**config.mk**
```make
export PLATFORM = sky130hd
export DESIGN_NAME = sparse_polynomial_term_store
export DESIGN_NICKNAME = d
export VERILOG_FILES = /design/src/spts_pkg.sv /design/src/spts_ctrl.sv /design/src/spts_datapath.sv /design/src/sparse_polynomial_term_store.sv
export SDC_FILE = /design/constraint.sdc
export NUM_CORES = 2
export LEC_CHECK = 0
export ABC_AREA = 1
export BUFFER_PORTS_ARGS = -buffer_cell sky130_fd_sc_hd__buf_4
export CAP_MARGIN = 30
export CORE_MARGIN = 4
export CORE_UTILIZATION = 30
export DETAILED_ROUTE_END_ITERATION = 8
export PLACE_DENSITY = 0.43
export SKIP_CTS_REPAIR_TIMING = 1
export SLEW_MARGIN = 20
export SYNTH_ARGS = -nofsm -noshare
export SYNTH_HDL_FRONTEND = slang
export SYNTH_SLANG_ARGS = --single-unit
```
**constraint.sdc**
```tcl
create_clock -name clk -period 9.92 [get_ports clk]
set_clock_uncertainty 0.05 [all_clocks]
set_input_delay 1.488 -clock clk [delete_from_list [all_inputs] [get_ports clk]]
set_output_delay 1.488 -clock clk [all_outputs]
set_load 0.03 [all_outputs]
```
**src/spts_pkg.sv**
```systemverilog
// shared types and constants for the sparse polynomial term store
// used by spts_ctrl, spts_datapath and sparse_polynomial_term_store
package spts_pkg;

  localparam int MAX_TERMS = 16;
  localparam int FRAC_BITS = 16;
  localparam int IDX_W     = $clog2(MAX_TERMS);
  localparam int CNT_W     = $clog2(MAX_TERMS + 1);
  localparam int DEG_W     = 6;
  localparam int VAL_W     = 32;

  typedef enum logic [1:0] {
    ACT_ADD   = 2'd0,
    ACT_EVAL  = 2'd1,
    ACT_CLEAR = 2'd2,
    ACT_NONE  = 2'd3
  } action_t;

  localparam logic [1:0] ST_OK   = 2'd0;
  localparam logic [1:0] ST_FULL = 2'd1;
  localparam logic [1:0] ST_SAT  = 2'd2;

  typedef struct packed {
    logic [DEG_W-1:0]        deg;
    logic signed [VAL_W-1:0] coef;
  } entry_t;

  typedef struct packed {
    logic init;
    logic capture;
    logic step;
    logic set_pos;
    logic acc;
    logic rd_prev;
    logic shift;
    logic ins;
    logic full;
    logic mul;
    logic horner;
    logic load;
  } cmd_t;

  typedef struct packed {
    action_t act;
    logic    i_eq_count;
    logic    i_eq_pos;
    logic    eq;
    logic    lt;
    logic    full;
    logic    d_zero;
    logic    out_busy;
  } stat_t;

endpackage

```
**src/spts_ctrl.sv**
```systemverilog
// sequencer for add, evaluate and clear transactions
// depends on spts_pkg; drives spts_datapath through cmd_t and reads stat_t
module spts_ctrl (
  input  logic            clk,
  input  logic            rst,
  input  logic            item_valid,
  output logic            item_stall,
  input  spts_pkg::stat_t st,
  output spts_pkg::cmd_t  cmd
);

  typedef enum logic [3:0] {
    S_INIT, S_IDLE, S_CLR, S_ADD_RD, S_ADD_CMP, S_SH_RD, S_SH_WR, S_INS,
    S_EV_MUL, S_EV_ADD, S_DONE
  } state_t;

  state_t state, state_next;

  assign item_stall = (state != S_IDLE);

  always_comb begin
    cmd        = '0;
    state_next = state;
    unique case (state)
      S_INIT: begin
        cmd.init   = 1'b1;
        state_next = S_IDLE;
      end
      S_IDLE: begin
        if (item_valid) begin
          cmd.capture = 1'b1;
          unique case (st.act)
            spts_pkg::ACT_ADD:   state_next = S_ADD_RD;
            spts_pkg::ACT_EVAL:  state_next = S_EV_MUL;
            spts_pkg::ACT_CLEAR: state_next = S_CLR;
            spts_pkg::ACT_NONE:  state_next = S_DONE;
          endcase
        end
      end
      S_CLR: begin
        cmd.init   = 1'b1;
        state_next = S_DONE;
      end
      S_ADD_RD: begin
        if (st.i_eq_count) begin
          if (st.full) begin
            cmd.full   = 1'b1;
            state_next = S_DONE;
          end else begin
            cmd.set_pos = 1'b1;
            state_next  = S_SH_RD;
          end
        end else begin
          state_next = S_ADD_CMP;
        end
      end
      S_ADD_CMP: begin
        priority if (st.eq) begin
          cmd.acc    = 1'b1;
          state_next = S_DONE;
        end else if (st.lt) begin
          if (st.full) begin
            cmd.full   = 1'b1;
            state_next = S_DONE;
          end else begin
            cmd.set_pos = 1'b1;
            state_next  = S_SH_RD;
          end
        end else begin
          cmd.step   = 1'b1;
          state_next = S_ADD_RD;
        end
      end
      S_SH_RD: begin
        cmd.rd_prev = 1'b1;
        state_next  = st.i_eq_pos ? S_INS : S_SH_WR;
      end
      S_SH_WR: begin
        cmd.shift  = 1'b1;
        state_next = S_SH_RD;
      end
      S_INS: begin
        cmd.ins    = 1'b1;
        state_next = S_DONE;
      end
      S_EV_MUL: begin
        cmd.mul    = 1'b1;
        state_next = S_EV_ADD;
      end
      S_EV_ADD: begin
        cmd.horner = 1'b1;
        state_next = st.d_zero ? S_DONE : S_EV_MUL;
      end
      S_DONE: begin
        if (!st.out_busy) begin
          cmd.load   = 1'b1;
          state_next = S_IDLE;
        end
      end
      default: state_next = S_INIT;
    endcase
  end

  always_ff @(posedge clk) begin
    if (rst) begin
      state <= S_INIT;
    end else begin
      state <= state_next;
    end
  end

  a_ins_not_full: assert property (@(posedge clk) disable iff (rst)
    (state == S_INS) |-> !st.full) else $error("insert into full table");
  a_shift_above_pos: assert property (@(posedge clk) disable iff (rst)
    (state == S_SH_WR) |-> !st.i_eq_pos) else $error("shift below insert position");
  a_load_free: assert property (@(posedge clk) disable iff (rst)
    cmd.load |-> !st.out_busy) else $error("result register overwritten");

endmodule

```
**src/spts_datapath.sv**
```systemverilog
// term table memory, scan and shift index, horner multiply and saturation
// depends on spts_pkg; commanded by spts_ctrl
module spts_datapath (
  input  logic                                 clk,
  input  logic                                 rst,
  input  spts_pkg::cmd_t                       cmd,
  output spts_pkg::stat_t                      st,
  input  logic [1:0]                           action,
  input  logic signed [spts_pkg::VAL_W-1:0]    term_coefficient,
  input  logic [spts_pkg::DEG_W-1:0]           term_degree,
  input  logic signed [spts_pkg::VAL_W-1:0]    point,
  output logic                                 result_valid,
  input  logic                                 result_stall,
  output logic signed [spts_pkg::VAL_W-1:0]    value,
  output logic [spts_pkg::DEG_W-1:0]           highest_degree,
  output logic [spts_pkg::CNT_W-1:0]           term_count,
  output logic [1:0]                           status
);

  localparam int IW = spts_pkg::IDX_W;
  localparam int CW = spts_pkg::CNT_W;
  localparam int DW = spts_pkg::DEG_W;
  localparam int VW = spts_pkg::VAL_W;
  localparam logic signed [2*VW-1:0] Q_HI = (2*VW)'(64'sh000000007fffffff);
  localparam logic signed [2*VW-1:0] Q_LO = (2*VW)'(64'shffffffff80000000);
  localparam logic signed [VW-1:0] V_MAX = {1'b0, {(VW-1){1'b1}}};
  localparam logic signed [VW-1:0] V_MIN = {1'b1, {(VW-1){1'b0}}};

  spts_pkg::entry_t mem [spts_pkg::MAX_TERMS];
  spts_pkg::entry_t rdata, wdata;
  logic [IW-1:0]    raddr, waddr;
  logic             we;

  spts_pkg::action_t       act_r;
  logic signed [VW-1:0]    coef_r, x_r, r;
  logic [DW-1:0]           deg_r, top, d;
  logic [CW-1:0]           i, pos, count;
  logic signed [2*VW-1:0]  prod, q;
  logic                    sat, full_flag;

  logic signed [VW:0]      acc_sum, h_sum;
  logic signed [VW-1:0]    acc_val, qs, h_val;
  logic                    acc_ovf, q_ovf, h_ovf, match;

  always_comb begin
    acc_sum = {rdata.coef[VW-1], rdata.coef} + {coef_r[VW-1], coef_r};
    acc_ovf = acc_sum[VW] != acc_sum[VW-1];
    acc_val = acc_ovf ? (acc_sum[VW] ? V_MIN : V_MAX) : acc_sum[VW-1:0];

    q     = prod >>> spts_pkg::FRAC_BITS;
    q_ovf = (q > Q_HI) || (q < Q_LO);
    qs    = (q > Q_HI) ? V_MAX : ((q < Q_LO) ? V_MIN : q[VW-1:0]);
    match = (i < count) && (rdata.deg == d);
    h_sum = {qs[VW-1], qs} + {rdata.coef[VW-1], rdata.coef};
    h_ovf = match && (h_sum[VW] != h_sum[VW-1]);
    h_val = (h_sum[VW] != h_sum[VW-1]) ? (h_sum[VW] ? V_MIN : V_MAX) : h_sum[VW-1:0];
  end

  assign raddr = cmd.rd_prev ? IW'(i - CW'(1)) : i[IW-1:0];

  always_comb begin
    we    = 1'b0;
    waddr = i[IW-1:0];
    wdata = rdata;
    priority if (cmd.init) begin
      we    = 1'b1;
      waddr = '0;
      wdata = '0;
    end else if (cmd.acc) begin
      we    = 1'b1;
      wdata = '{deg: rdata.deg, coef: acc_val};
    end else if (cmd.shift) begin
      we    = 1'b1;
    end else if (cmd.ins) begin
      we    = 1'b1;
      waddr = pos[IW-1:0];
      wdata = '{deg: deg_r, coef: coef_r};
    end
  end

  always_ff @(posedge clk) begin
    if (we) begin
      mem[waddr] <= wdata;
    end
    rdata <= mem[raddr];
  end

  always_ff @(posedge clk) begin
    if (cmd.capture) begin
      act_r  <= spts_pkg::action_t'(action);
      coef_r <= term_coefficient;
      deg_r  <= term_degree;
      x_r    <= point;
      r      <= '0;
      d      <= top;
    end
    if (cmd.mul) begin
      prod <= r * x_r;
    end
    if (cmd.horner) begin
      r <= match ? h_val : qs;
      d <= d - DW'(1);
    end
  end

  always_ff @(posedge clk) begin
    if (rst) begin
      i         <= '0;
      pos       <= '0;
      count     <= CW'(1);
      top       <= '0;
      sat       <= 1'b0;
      full_flag <= 1'b0;
    end else begin
      if (cmd.capture) begin
        i         <= '0;
        sat       <= 1'b0;
        full_flag <= 1'b0;
      end
      if (cmd.init) begin
        count <= CW'(1);
        top   <= '0;
      end
      if (cmd.step) begin
        i <= i + CW'(1);
      end
      if (cmd.set_pos) begin
        pos <= i;
        i   <= count;
      end
      if (cmd.shift) begin
        i <= i - CW'(1);
      end
      if (cmd.acc && acc_ovf) begin
        sat <= 1'b1;
      end
      if (cmd.ins) begin
        count <= count + CW'(1);
        if (pos == '0) begin
          top <= deg_r;
        end
      end
      if (cmd.full) begin
        full_flag <= 1'b1;
      end
      if (cmd.horner) begin
        if (match) begin
          i <= i + CW'(1);
        end
        if (q_ovf || h_ovf) begin
          sat <= 1'b1;
        end
      end
    end
  end

  always_ff @(posedge clk) begin
    if (rst) begin
      result_valid <= 1'b0;
    end else if (cmd.load) begin
      result_valid <= 1'b1;
    end else if (!result_stall) begin
      result_valid <= 1'b0;
    end
  end

  always_ff @(posedge clk) begin
    if (cmd.load) begin
      value          <= r;
      highest_degree <= top;
      term_count     <= count;
      status         <= full_flag ? spts_pkg::ST_FULL :
                        (sat ? spts_pkg::ST_SAT : spts_pkg::ST_OK);
    end
  end

  always_comb begin
    st.act        = spts_pkg::action_t'(action);
    st.i_eq_count = (i == count);
    st.i_eq_pos   = (i == pos);
    st.eq         = (rdata.deg == deg_r);
    st.lt         = (rdata.deg < deg_r);
    st.full       = (count == CW'(spts_pkg::MAX_TERMS));
    st.d_zero     = (d == '0);
    st.out_busy   = result_valid && result_stall;
  end

  a_count_range: assert property (@(posedge clk) disable iff (rst)
    (count != '0) && (count <= CW'(spts_pkg::MAX_TERMS)))
    else $error("term count out of range");
  a_index_bound: assert property (@(posedge clk) disable iff (rst)
    i <= count) else $error("index beyond stored terms");
  a_clear_action: assert property (@(posedge clk) disable iff (rst)
    (cmd.init && !$past(rst) && $past(cmd.capture)) |-> (act_r == spts_pkg::ACT_CLEAR))
    else $error("table cleared outside clear transaction");

endmodule

```
**src/sparse_polynomial_term_store.sv**
```systemverilog
// Sparse polynomial term store: holds up to 16 (degree, coefficient) terms in falling
// degree order and adds terms, clears, or evaluates by Horner in signed Q16.16 with
// saturation. One transaction at a time; each gives one result. An add scans the table
// term by term up to the matching or insert position, then shifts the tail one entry
// at a time; an evaluate steps one degree at a time from the highest stored degree
// down to zero through one shared 32x32 multiplier; a clear reinitializes the table.
// After reset the S_INIT state initializes the table.
module sparse_polynomial_term_store (
  input  logic                               clk,
  input  logic                               rst,
  input  logic                               item_valid,
  output logic                               item_stall,
  input  logic [1:0]                         action,
  input  logic signed [spts_pkg::VAL_W-1:0]  term_coefficient,
  input  logic [spts_pkg::DEG_W-1:0]         term_degree,
  input  logic signed [spts_pkg::VAL_W-1:0]  point,
  output logic                               result_valid,
  input  logic                               result_stall,
  output logic signed [spts_pkg::VAL_W-1:0]  value,
  output logic [spts_pkg::DEG_W-1:0]         highest_degree,
  output logic [spts_pkg::CNT_W-1:0]         term_count,
  output logic [1:0]                         status
);

  spts_pkg::cmd_t  cmd;
  spts_pkg::stat_t st;

  spts_ctrl u_ctrl (
    .clk        (clk),
    .rst        (rst),
    .item_valid (item_valid),
    .item_stall (item_stall),
    .st         (st),
    .cmd        (cmd)
  );

  spts_datapath u_dp (
    .clk              (clk),
    .rst              (rst),
    .cmd              (cmd),
    .st               (st),
    .action           (action),
    .term_coefficient (term_coefficient),
    .term_degree      (term_degree),
    .point            (point),
    .result_valid     (result_valid),
    .result_stall     (result_stall),
    .value            (value),
    .highest_degree   (highest_degree),
    .term_count       (term_count),
    .status           (status)
  );

endmodule

```
[Yosys cells after proc, flatten, opt, wreduce, memory -nomap -nowiden]
Memory sizes are Yosys's and may differ from the RTL's. A register that Yosys moved wholly into a read port is not among the register bits.
Index checks and enable logic that the tools add are counted.
Storage, ports and cells
  register bits after elaboration: 245
  bits in writable memories: 608
  input bits: 76
  output and inout port bits: 47
  word-level logic and storage cells: 150
  memories: 1
Operators by class
  $add $sub $neg: 6
  $mul: 1
  order comparisons: 4
  equal/unequal tests: 24
  multiplexer cells: 80
  reduce and logical (&&, ||, !) cells: 16
Memories
  u_dp.mem: depth 16, bits a word 38, read ports 1, clocked after Yosys merged registers in 1, write ports 1, line spts_datapath.sv:29  | spts_pkg::entry_t mem [spts_pkg::MAX_TERMS];
Operators by type and width (count)
  2-to-1 mux 32 bit: 9
  2-to-1 mux 38 bit: 4
  adder 32 x 32 -> 33 bit: 2
  multiplier 32 x 32 -> 64 bit: 1
  > comparator 48 x 32 -> 1 bit, second input constant: 1
  less-than comparator 48 x 32 -> 1 bit, second input constant: 1
  2-to-1 mux 4 bit: 11
  2-to-1 mux 5 bit: 8
  case mux 4 bit (10 select lines): 1
  2-to-1 mux 1 bit: 36
  2-to-1 mux 6 bit: 5
  == test 4 x 3 -> 1 bit, second input constant: 4
  case mux 4 bit (4 select lines): 1
  == test 4 bit, second input constant: 3
  == test 6 bit: 2
  adder 5 x 1 -> 5 bit, second input constant: 2
  == test 5 bit: 2
  == test 4 x 2 -> 1 bit, second input constant: 2
  zero test 6 bit: 1
  less-than comparator 6 bit: 1
  2-to-1 mux 2 bit: 3
  nonzero test 2 bit: 3
  subtractor 6 x 1 -> 6 bit, second input constant: 1
  == test 5 bit, second input constant: 1
  other kinds (17): 26

[Depth between registers and ports, before layout]
  word-level depth: 10
  mapped depth: 30
  depth with buffers taken out: 29

[By module]
Synthesis repeated with hierarchy kept, for this count alone.
Second synthesis, totals
  cells, all modules: 8230
  area total of the unflattened synthesis: 76492.1 um^2
By module, submodules not included
  spts_datapath: times used 1, cells an instance 8134, area an instance 75994.1 um^2, seq. area each 25534.5 um^2
  spts_ctrl: times used 1, cells an instance 96, area an instance 498.0 um^2, seq. area each 80.1 um^2

[Least setup slack after synthesis]
Ideal clock, no wire load.
  path kind: register to register
  start point: register u_dp.r[31]
  end point: register u_dp.prod[62], data pin
  library setup time: 0.252 ns
  data arrival time: 7.134 ns
  required time: 9.618 ns
  setup slack: 2.484 ns
  stages on the path, launching flop included: 28
  buffers on the path: 1
  period minus slack after synthesis: 7.436 ns
  path through: edfxtp_1 clkbuf_1 nand2_1 inv_1 fa_1 inv_1 fa_1 inv_1 fa_1 fa_1 inv_1 fa_1 inv_1 fa_1 inv_1 fa_1 inv_1 fa_1 ha_1 a21oi_1 a21boi_0 o21ai_0 nand2_1 o2111ai_1 a21oi_1 nand2_1 nand2_1 nand2_1
Between the ends
  cells in the longest elaborated chain, start to end: 1
Ends and longest elaborated chain
  from (decl): line spts_datapath.sv:35  | logic signed [VW-1:0] coef_r, x_r, r;
  from (signal assigned): line spts_datapath.sv:101  | r <= match ? h_val : qs;
  multiplier 32 x 32 -> 64 bit: line spts_datapath.sv:98  | prod <= r * x_r;
  to (signal assigned): line spts_datapath.sv:98
  to (decl): line spts_datapath.sv:38  | logic signed [2*VW-1:0] prod, q;
Every way passes these cells.
A chain may end at the register's enable or synchronous reset.

[Final worst setup path]
  start point: register u_dp.x_r[9]
  end point: register u_dp.prod[61], data pin
Between the ends
  cells in the longest elaborated chain, start to end: 1
Ends and longest elaborated chain
  from (decl): line spts_datapath.sv:35
  from (signal assigned): line spts_datapath.sv:93  | x_r <= point;
  multiplier 32 x 32 -> 64 bit: line spts_datapath.sv:98
Every way passes these cells.

==> impl.org <==
** Worst hold path
- Path class of the lowest-slack min-delay path :: flop to flop
- In this run the most critical hold path is launched from u_dp.top[4].
- Number of instances on the worst hold path :: 0
- End of the worst hold path :: u_dp.highest_degree[4]

** Floorplanning
- Horizontal die dimension :: 513 µm
- For this design the top-level I/O count stands at 123.
- Once the floorplan was initialized, standard cells occupied 30.2% of the core.
- Vertical extent of the die :: 513 µm
- Placement row count :: 185
- Floorplan Core Area :: 0.254 mm²
- Floorplan die area :: 0.264 mm²

** Yosys
- The synthesized netlist contains 56 unique library cells.
- Synthesized area :: 0.0767 mm²
- Synthesis produced 8,254 cells.
- Flip-flop and latch count after synthesis :: 875
- Top FF cell, synth :: edfxtp_1
- A synthesized cell averages 9.29 µm².
- During synthesis, Yosys emitted a total of 0 warnings.
- The synthesized design contains 809 enable-type register cells.
- Of all flip-flops after synthesis, the portion carrying an async set or reset was 0%.
- Sequential elements use 33.4% of the synthesized area.
- Synthesis produced a netlist with a net count of 9,675.

** Detailed routing
- The routed design has 250,000 µm of wire.
- Mean number of vias per cell :: 4.75
- Routed length per placed instance :: 21.3 µm
- The count of nets left with antenna violations once routing finished came out at 0.
- For this run, design rule violations remaining after detail routing come to 0.
- The first routing iteration left 3,708 violations.
- Total number of vias :: 55,700
- Iteration count of the initial detailed-routing pass :: 6

** Global routing
- Initial antenna violation count :: 1
- The first global-routing pass estimated 381,000 µm of wire.
- The via count of the first global-routing pass came to 59,000.
- Gr ovfl total :: 0
- Maximum number of pins on one net before global-route repair :: 188
- Across every metal layer, demand over resource in global routing totals 19.0%.

** Placement
- The congestion estimate from routability-driven global placement came to 0.939.
- Detailed placement ended at an HPWL of 184,000 µm.
- Port bufs :: 122

** Finish
- Net count of the finished layout :: 9,697
- The post-route netlist has 6.68% of its cells at a drive strength greater than 1.
- Compared with the post-synthesis result, the final layout area differs by 11.7%.

** Job
- The tool flagged a number of max-cap violations equal to 0.

** STA
- Hold Violations, Final :: 0
- Setup repair after global routing left no endpoint under its margin.
- Measured against its own limit, the worst slew margin works out to 31.6%.
- Summed over all failing endpoints, the final setup total negative slack is 0 ns.
- Shortest clock period the worst path allows after layout :: 8.90 ns
- For this run, the top clock speed supported by timing is 112 MHz.
- The number of max-slew violations in the final report was 0.
- For the pin with the worst max-slew slack, the measured transition is 1.02 ns.
- Tcrit/Tclk final :: 89.7%
- Total setup violations reported at the end of the flow :: 0

** Worst setup path
- The worst register-to-register path ends at u_dp.prod[61].
- The worst register-to-register path has a setup slack of 1.02 ns.
- The critical path starts at u_dp.x_r[9].
- The worst setup path is launched from a flop.
- The worst setup path is of the flop to flop kind.
- Along the worst path, the maximum fanout reaches 18.
- WP data required :: 10.36 ns
- Kind of end point of the critical path :: flop
- Count of cells along the worst register-to-register path :: 26
- Worst Path Arrival :: 9.34 ns
- Worst r2r src :: u_dp.x_r[9]

** Clocking
- Clock-pin slew reported for the worst setup and hold paths after clock tree synthesis :: 0.06 ns
- Clock latency on the worst-skew pair, taken at its later pin, is 0.81 ns.
- The tree is rooted in a clkbuf_16.
- For this design, the sink count on the clock tree is 875.
- TritonCTS built the clock tree.
- In this run the number of H-tree levels came out at 3.
- Counting the buffers created by CTS gives 108.
- No sink is reached through more buffers than the 3 on the longest clock path.

** Outcome
- Status :: completed
[area by class of cell]
class	instances	area (µm²)
well taps	3366	4210
flip-flops and latches	875	25600
diodes	2	5.00
clock inverters	64	958
repair buffers	279	2240
fillers	26400	169000
inverters	1860	7000
multi-input cells	5152	42700
clock buffers	142	2920
[Yosys cell counts (66+ instances only)]
master / instances / area share [%]
ha_1: 262 / 4.3
edfxtp_1: 809 / 32
inv_1: 1850 / 9.1
buf_2: 84 / 0.55
fa_1: 1083 / 28
o221ai_1: 120 / 1.4
clkbuf_1: 252 / 1.2
dfxtp_1: 66 / 1.7
nor2_1: 691 / 3.4
nand2_1: 1665 / 8.2
nand3_1: 178 / 1.2
a21oi_1: 258 / 1.7
o21ai_0: 483 / 3.2
[worst max-delay path by stage]
stage               endpoint  cells after the start
4_1_cts        u_dp.prod[61]                     26
5_1_grt        u_dp.prod[61]                     26
2_1_floorplan  u_dp.prod[62]                     27
3_5_place_dp   u_dp.prod[61]                     26
6_report       u_dp.prod[61]                     26
3_3_place_gp   u_dp.prod[61]                     26
[logic make-up (layout without fill, tap and decap cells)]
kind of cell               after synthesis  count (layout)  synth area share [%]
other                                    0               2                     0
adders and majority gates             1345            1345                  32.6
buffers and inverters                 2227            2345                  11.2
and+or+nand+nor                       2664            2664                  13.8
DFF                                    875             875                  33.4
xor gates and xnor gates                87              87                 0.994
AOI/OAI and AO/OA                     1056            1056                  8.04
[registers in the layout, summed over array words and instances (netlist names), 32 cells and up]
name         count
u_dp.mem       608
u_dp.value      32
u_dp.coef_r     32
u_dp.rdata      38
u_dp.prod       48
u_dp.x_r        32
u_dp.r          32
[placed cells by master (no fill, tap or decap), drive strengths merged, types with 17 or more instances in the layout]
| master | n |
|---|---|
| buf | 277 |
| nor3 | 38 |
| nand4 | 32 |
| edfxtp | 809 |
| nor2 | 696 |
| clkinv | 40 |
| or2 | 18 |
| bufinv | 17 |
| fa | 1083 |
| dfxtp | 66 |
| o221ai | 120 |
| ha | 262 |
| xnor2 | 31 |
| inv | 1860 |
| xor2 | 56 |
| o21ai | 505 |
| o21bai | 20 |
| nand3 | 179 |
| a21oi | 278 |
| clkbuf | 144 |
| o22ai | 35 |
| nand2 | 1679 |
| o211ai | 39 |
[metrics by stage]
stage | instance area (µm²) | worst slack, ns | hold WS [ns] | util [%] | cells
3_5_place_dp | 81600 | 1.06 | 0.410 | 32.1 | 11500
3_3_place_gp | 81400 | 1.03 | 0.419 | 32.0 | 11500
6_report | 85600 | 1.02 | 0.428 | 33.7 | 11700
5_1_grt | 85600 | 0.597 | 0.459 | 33.7 | 11700
4_1_cts | 85500 | 0.979 | 0.426 | 33.6 | 11700
2_1_floorplan | 76700 | 2.48 | 0.381 | - | 8254
[worst max-delay path, cell delays in order (launching register included)]
cell and delay (ns):
edfxtp_1 0.66, buf_4 0.33, nand2_1 0.13, inv_1 0.08, fa_1 0.65, inv_1 0.18, fa_1 0.58, buf_4 0.19
inv_1 0.07, fa_1 0.92, inv_1 0.14, fa_1 0.45, fa_1 0.54, inv_1 0.05, fa_1 0.53, inv_1 0.05
fa_1 0.48, inv_1 0.05, fa_1 0.45, ha_1 0.42, nand2_1 0.14, nor2_1 0.18, nand2_1 0.09, nor3_1 0.55
nand3_1 0.37, nand2_1 0.19, xor2_1 0.07
[per-layer routing]
layer	vias up	share of wire [%]	global-route usage [%]
li1	25600	-	-
met1	28700	45	26.2
met2	1192	49	32.5
met3	248	3.8	2.00
met4	2	1.9	3.49
met5	-	0.0052	0
Power is left out: the tool's default activity adds up to more than one toggle a clock period on the data nets, which glitch-free logic cannot reach.
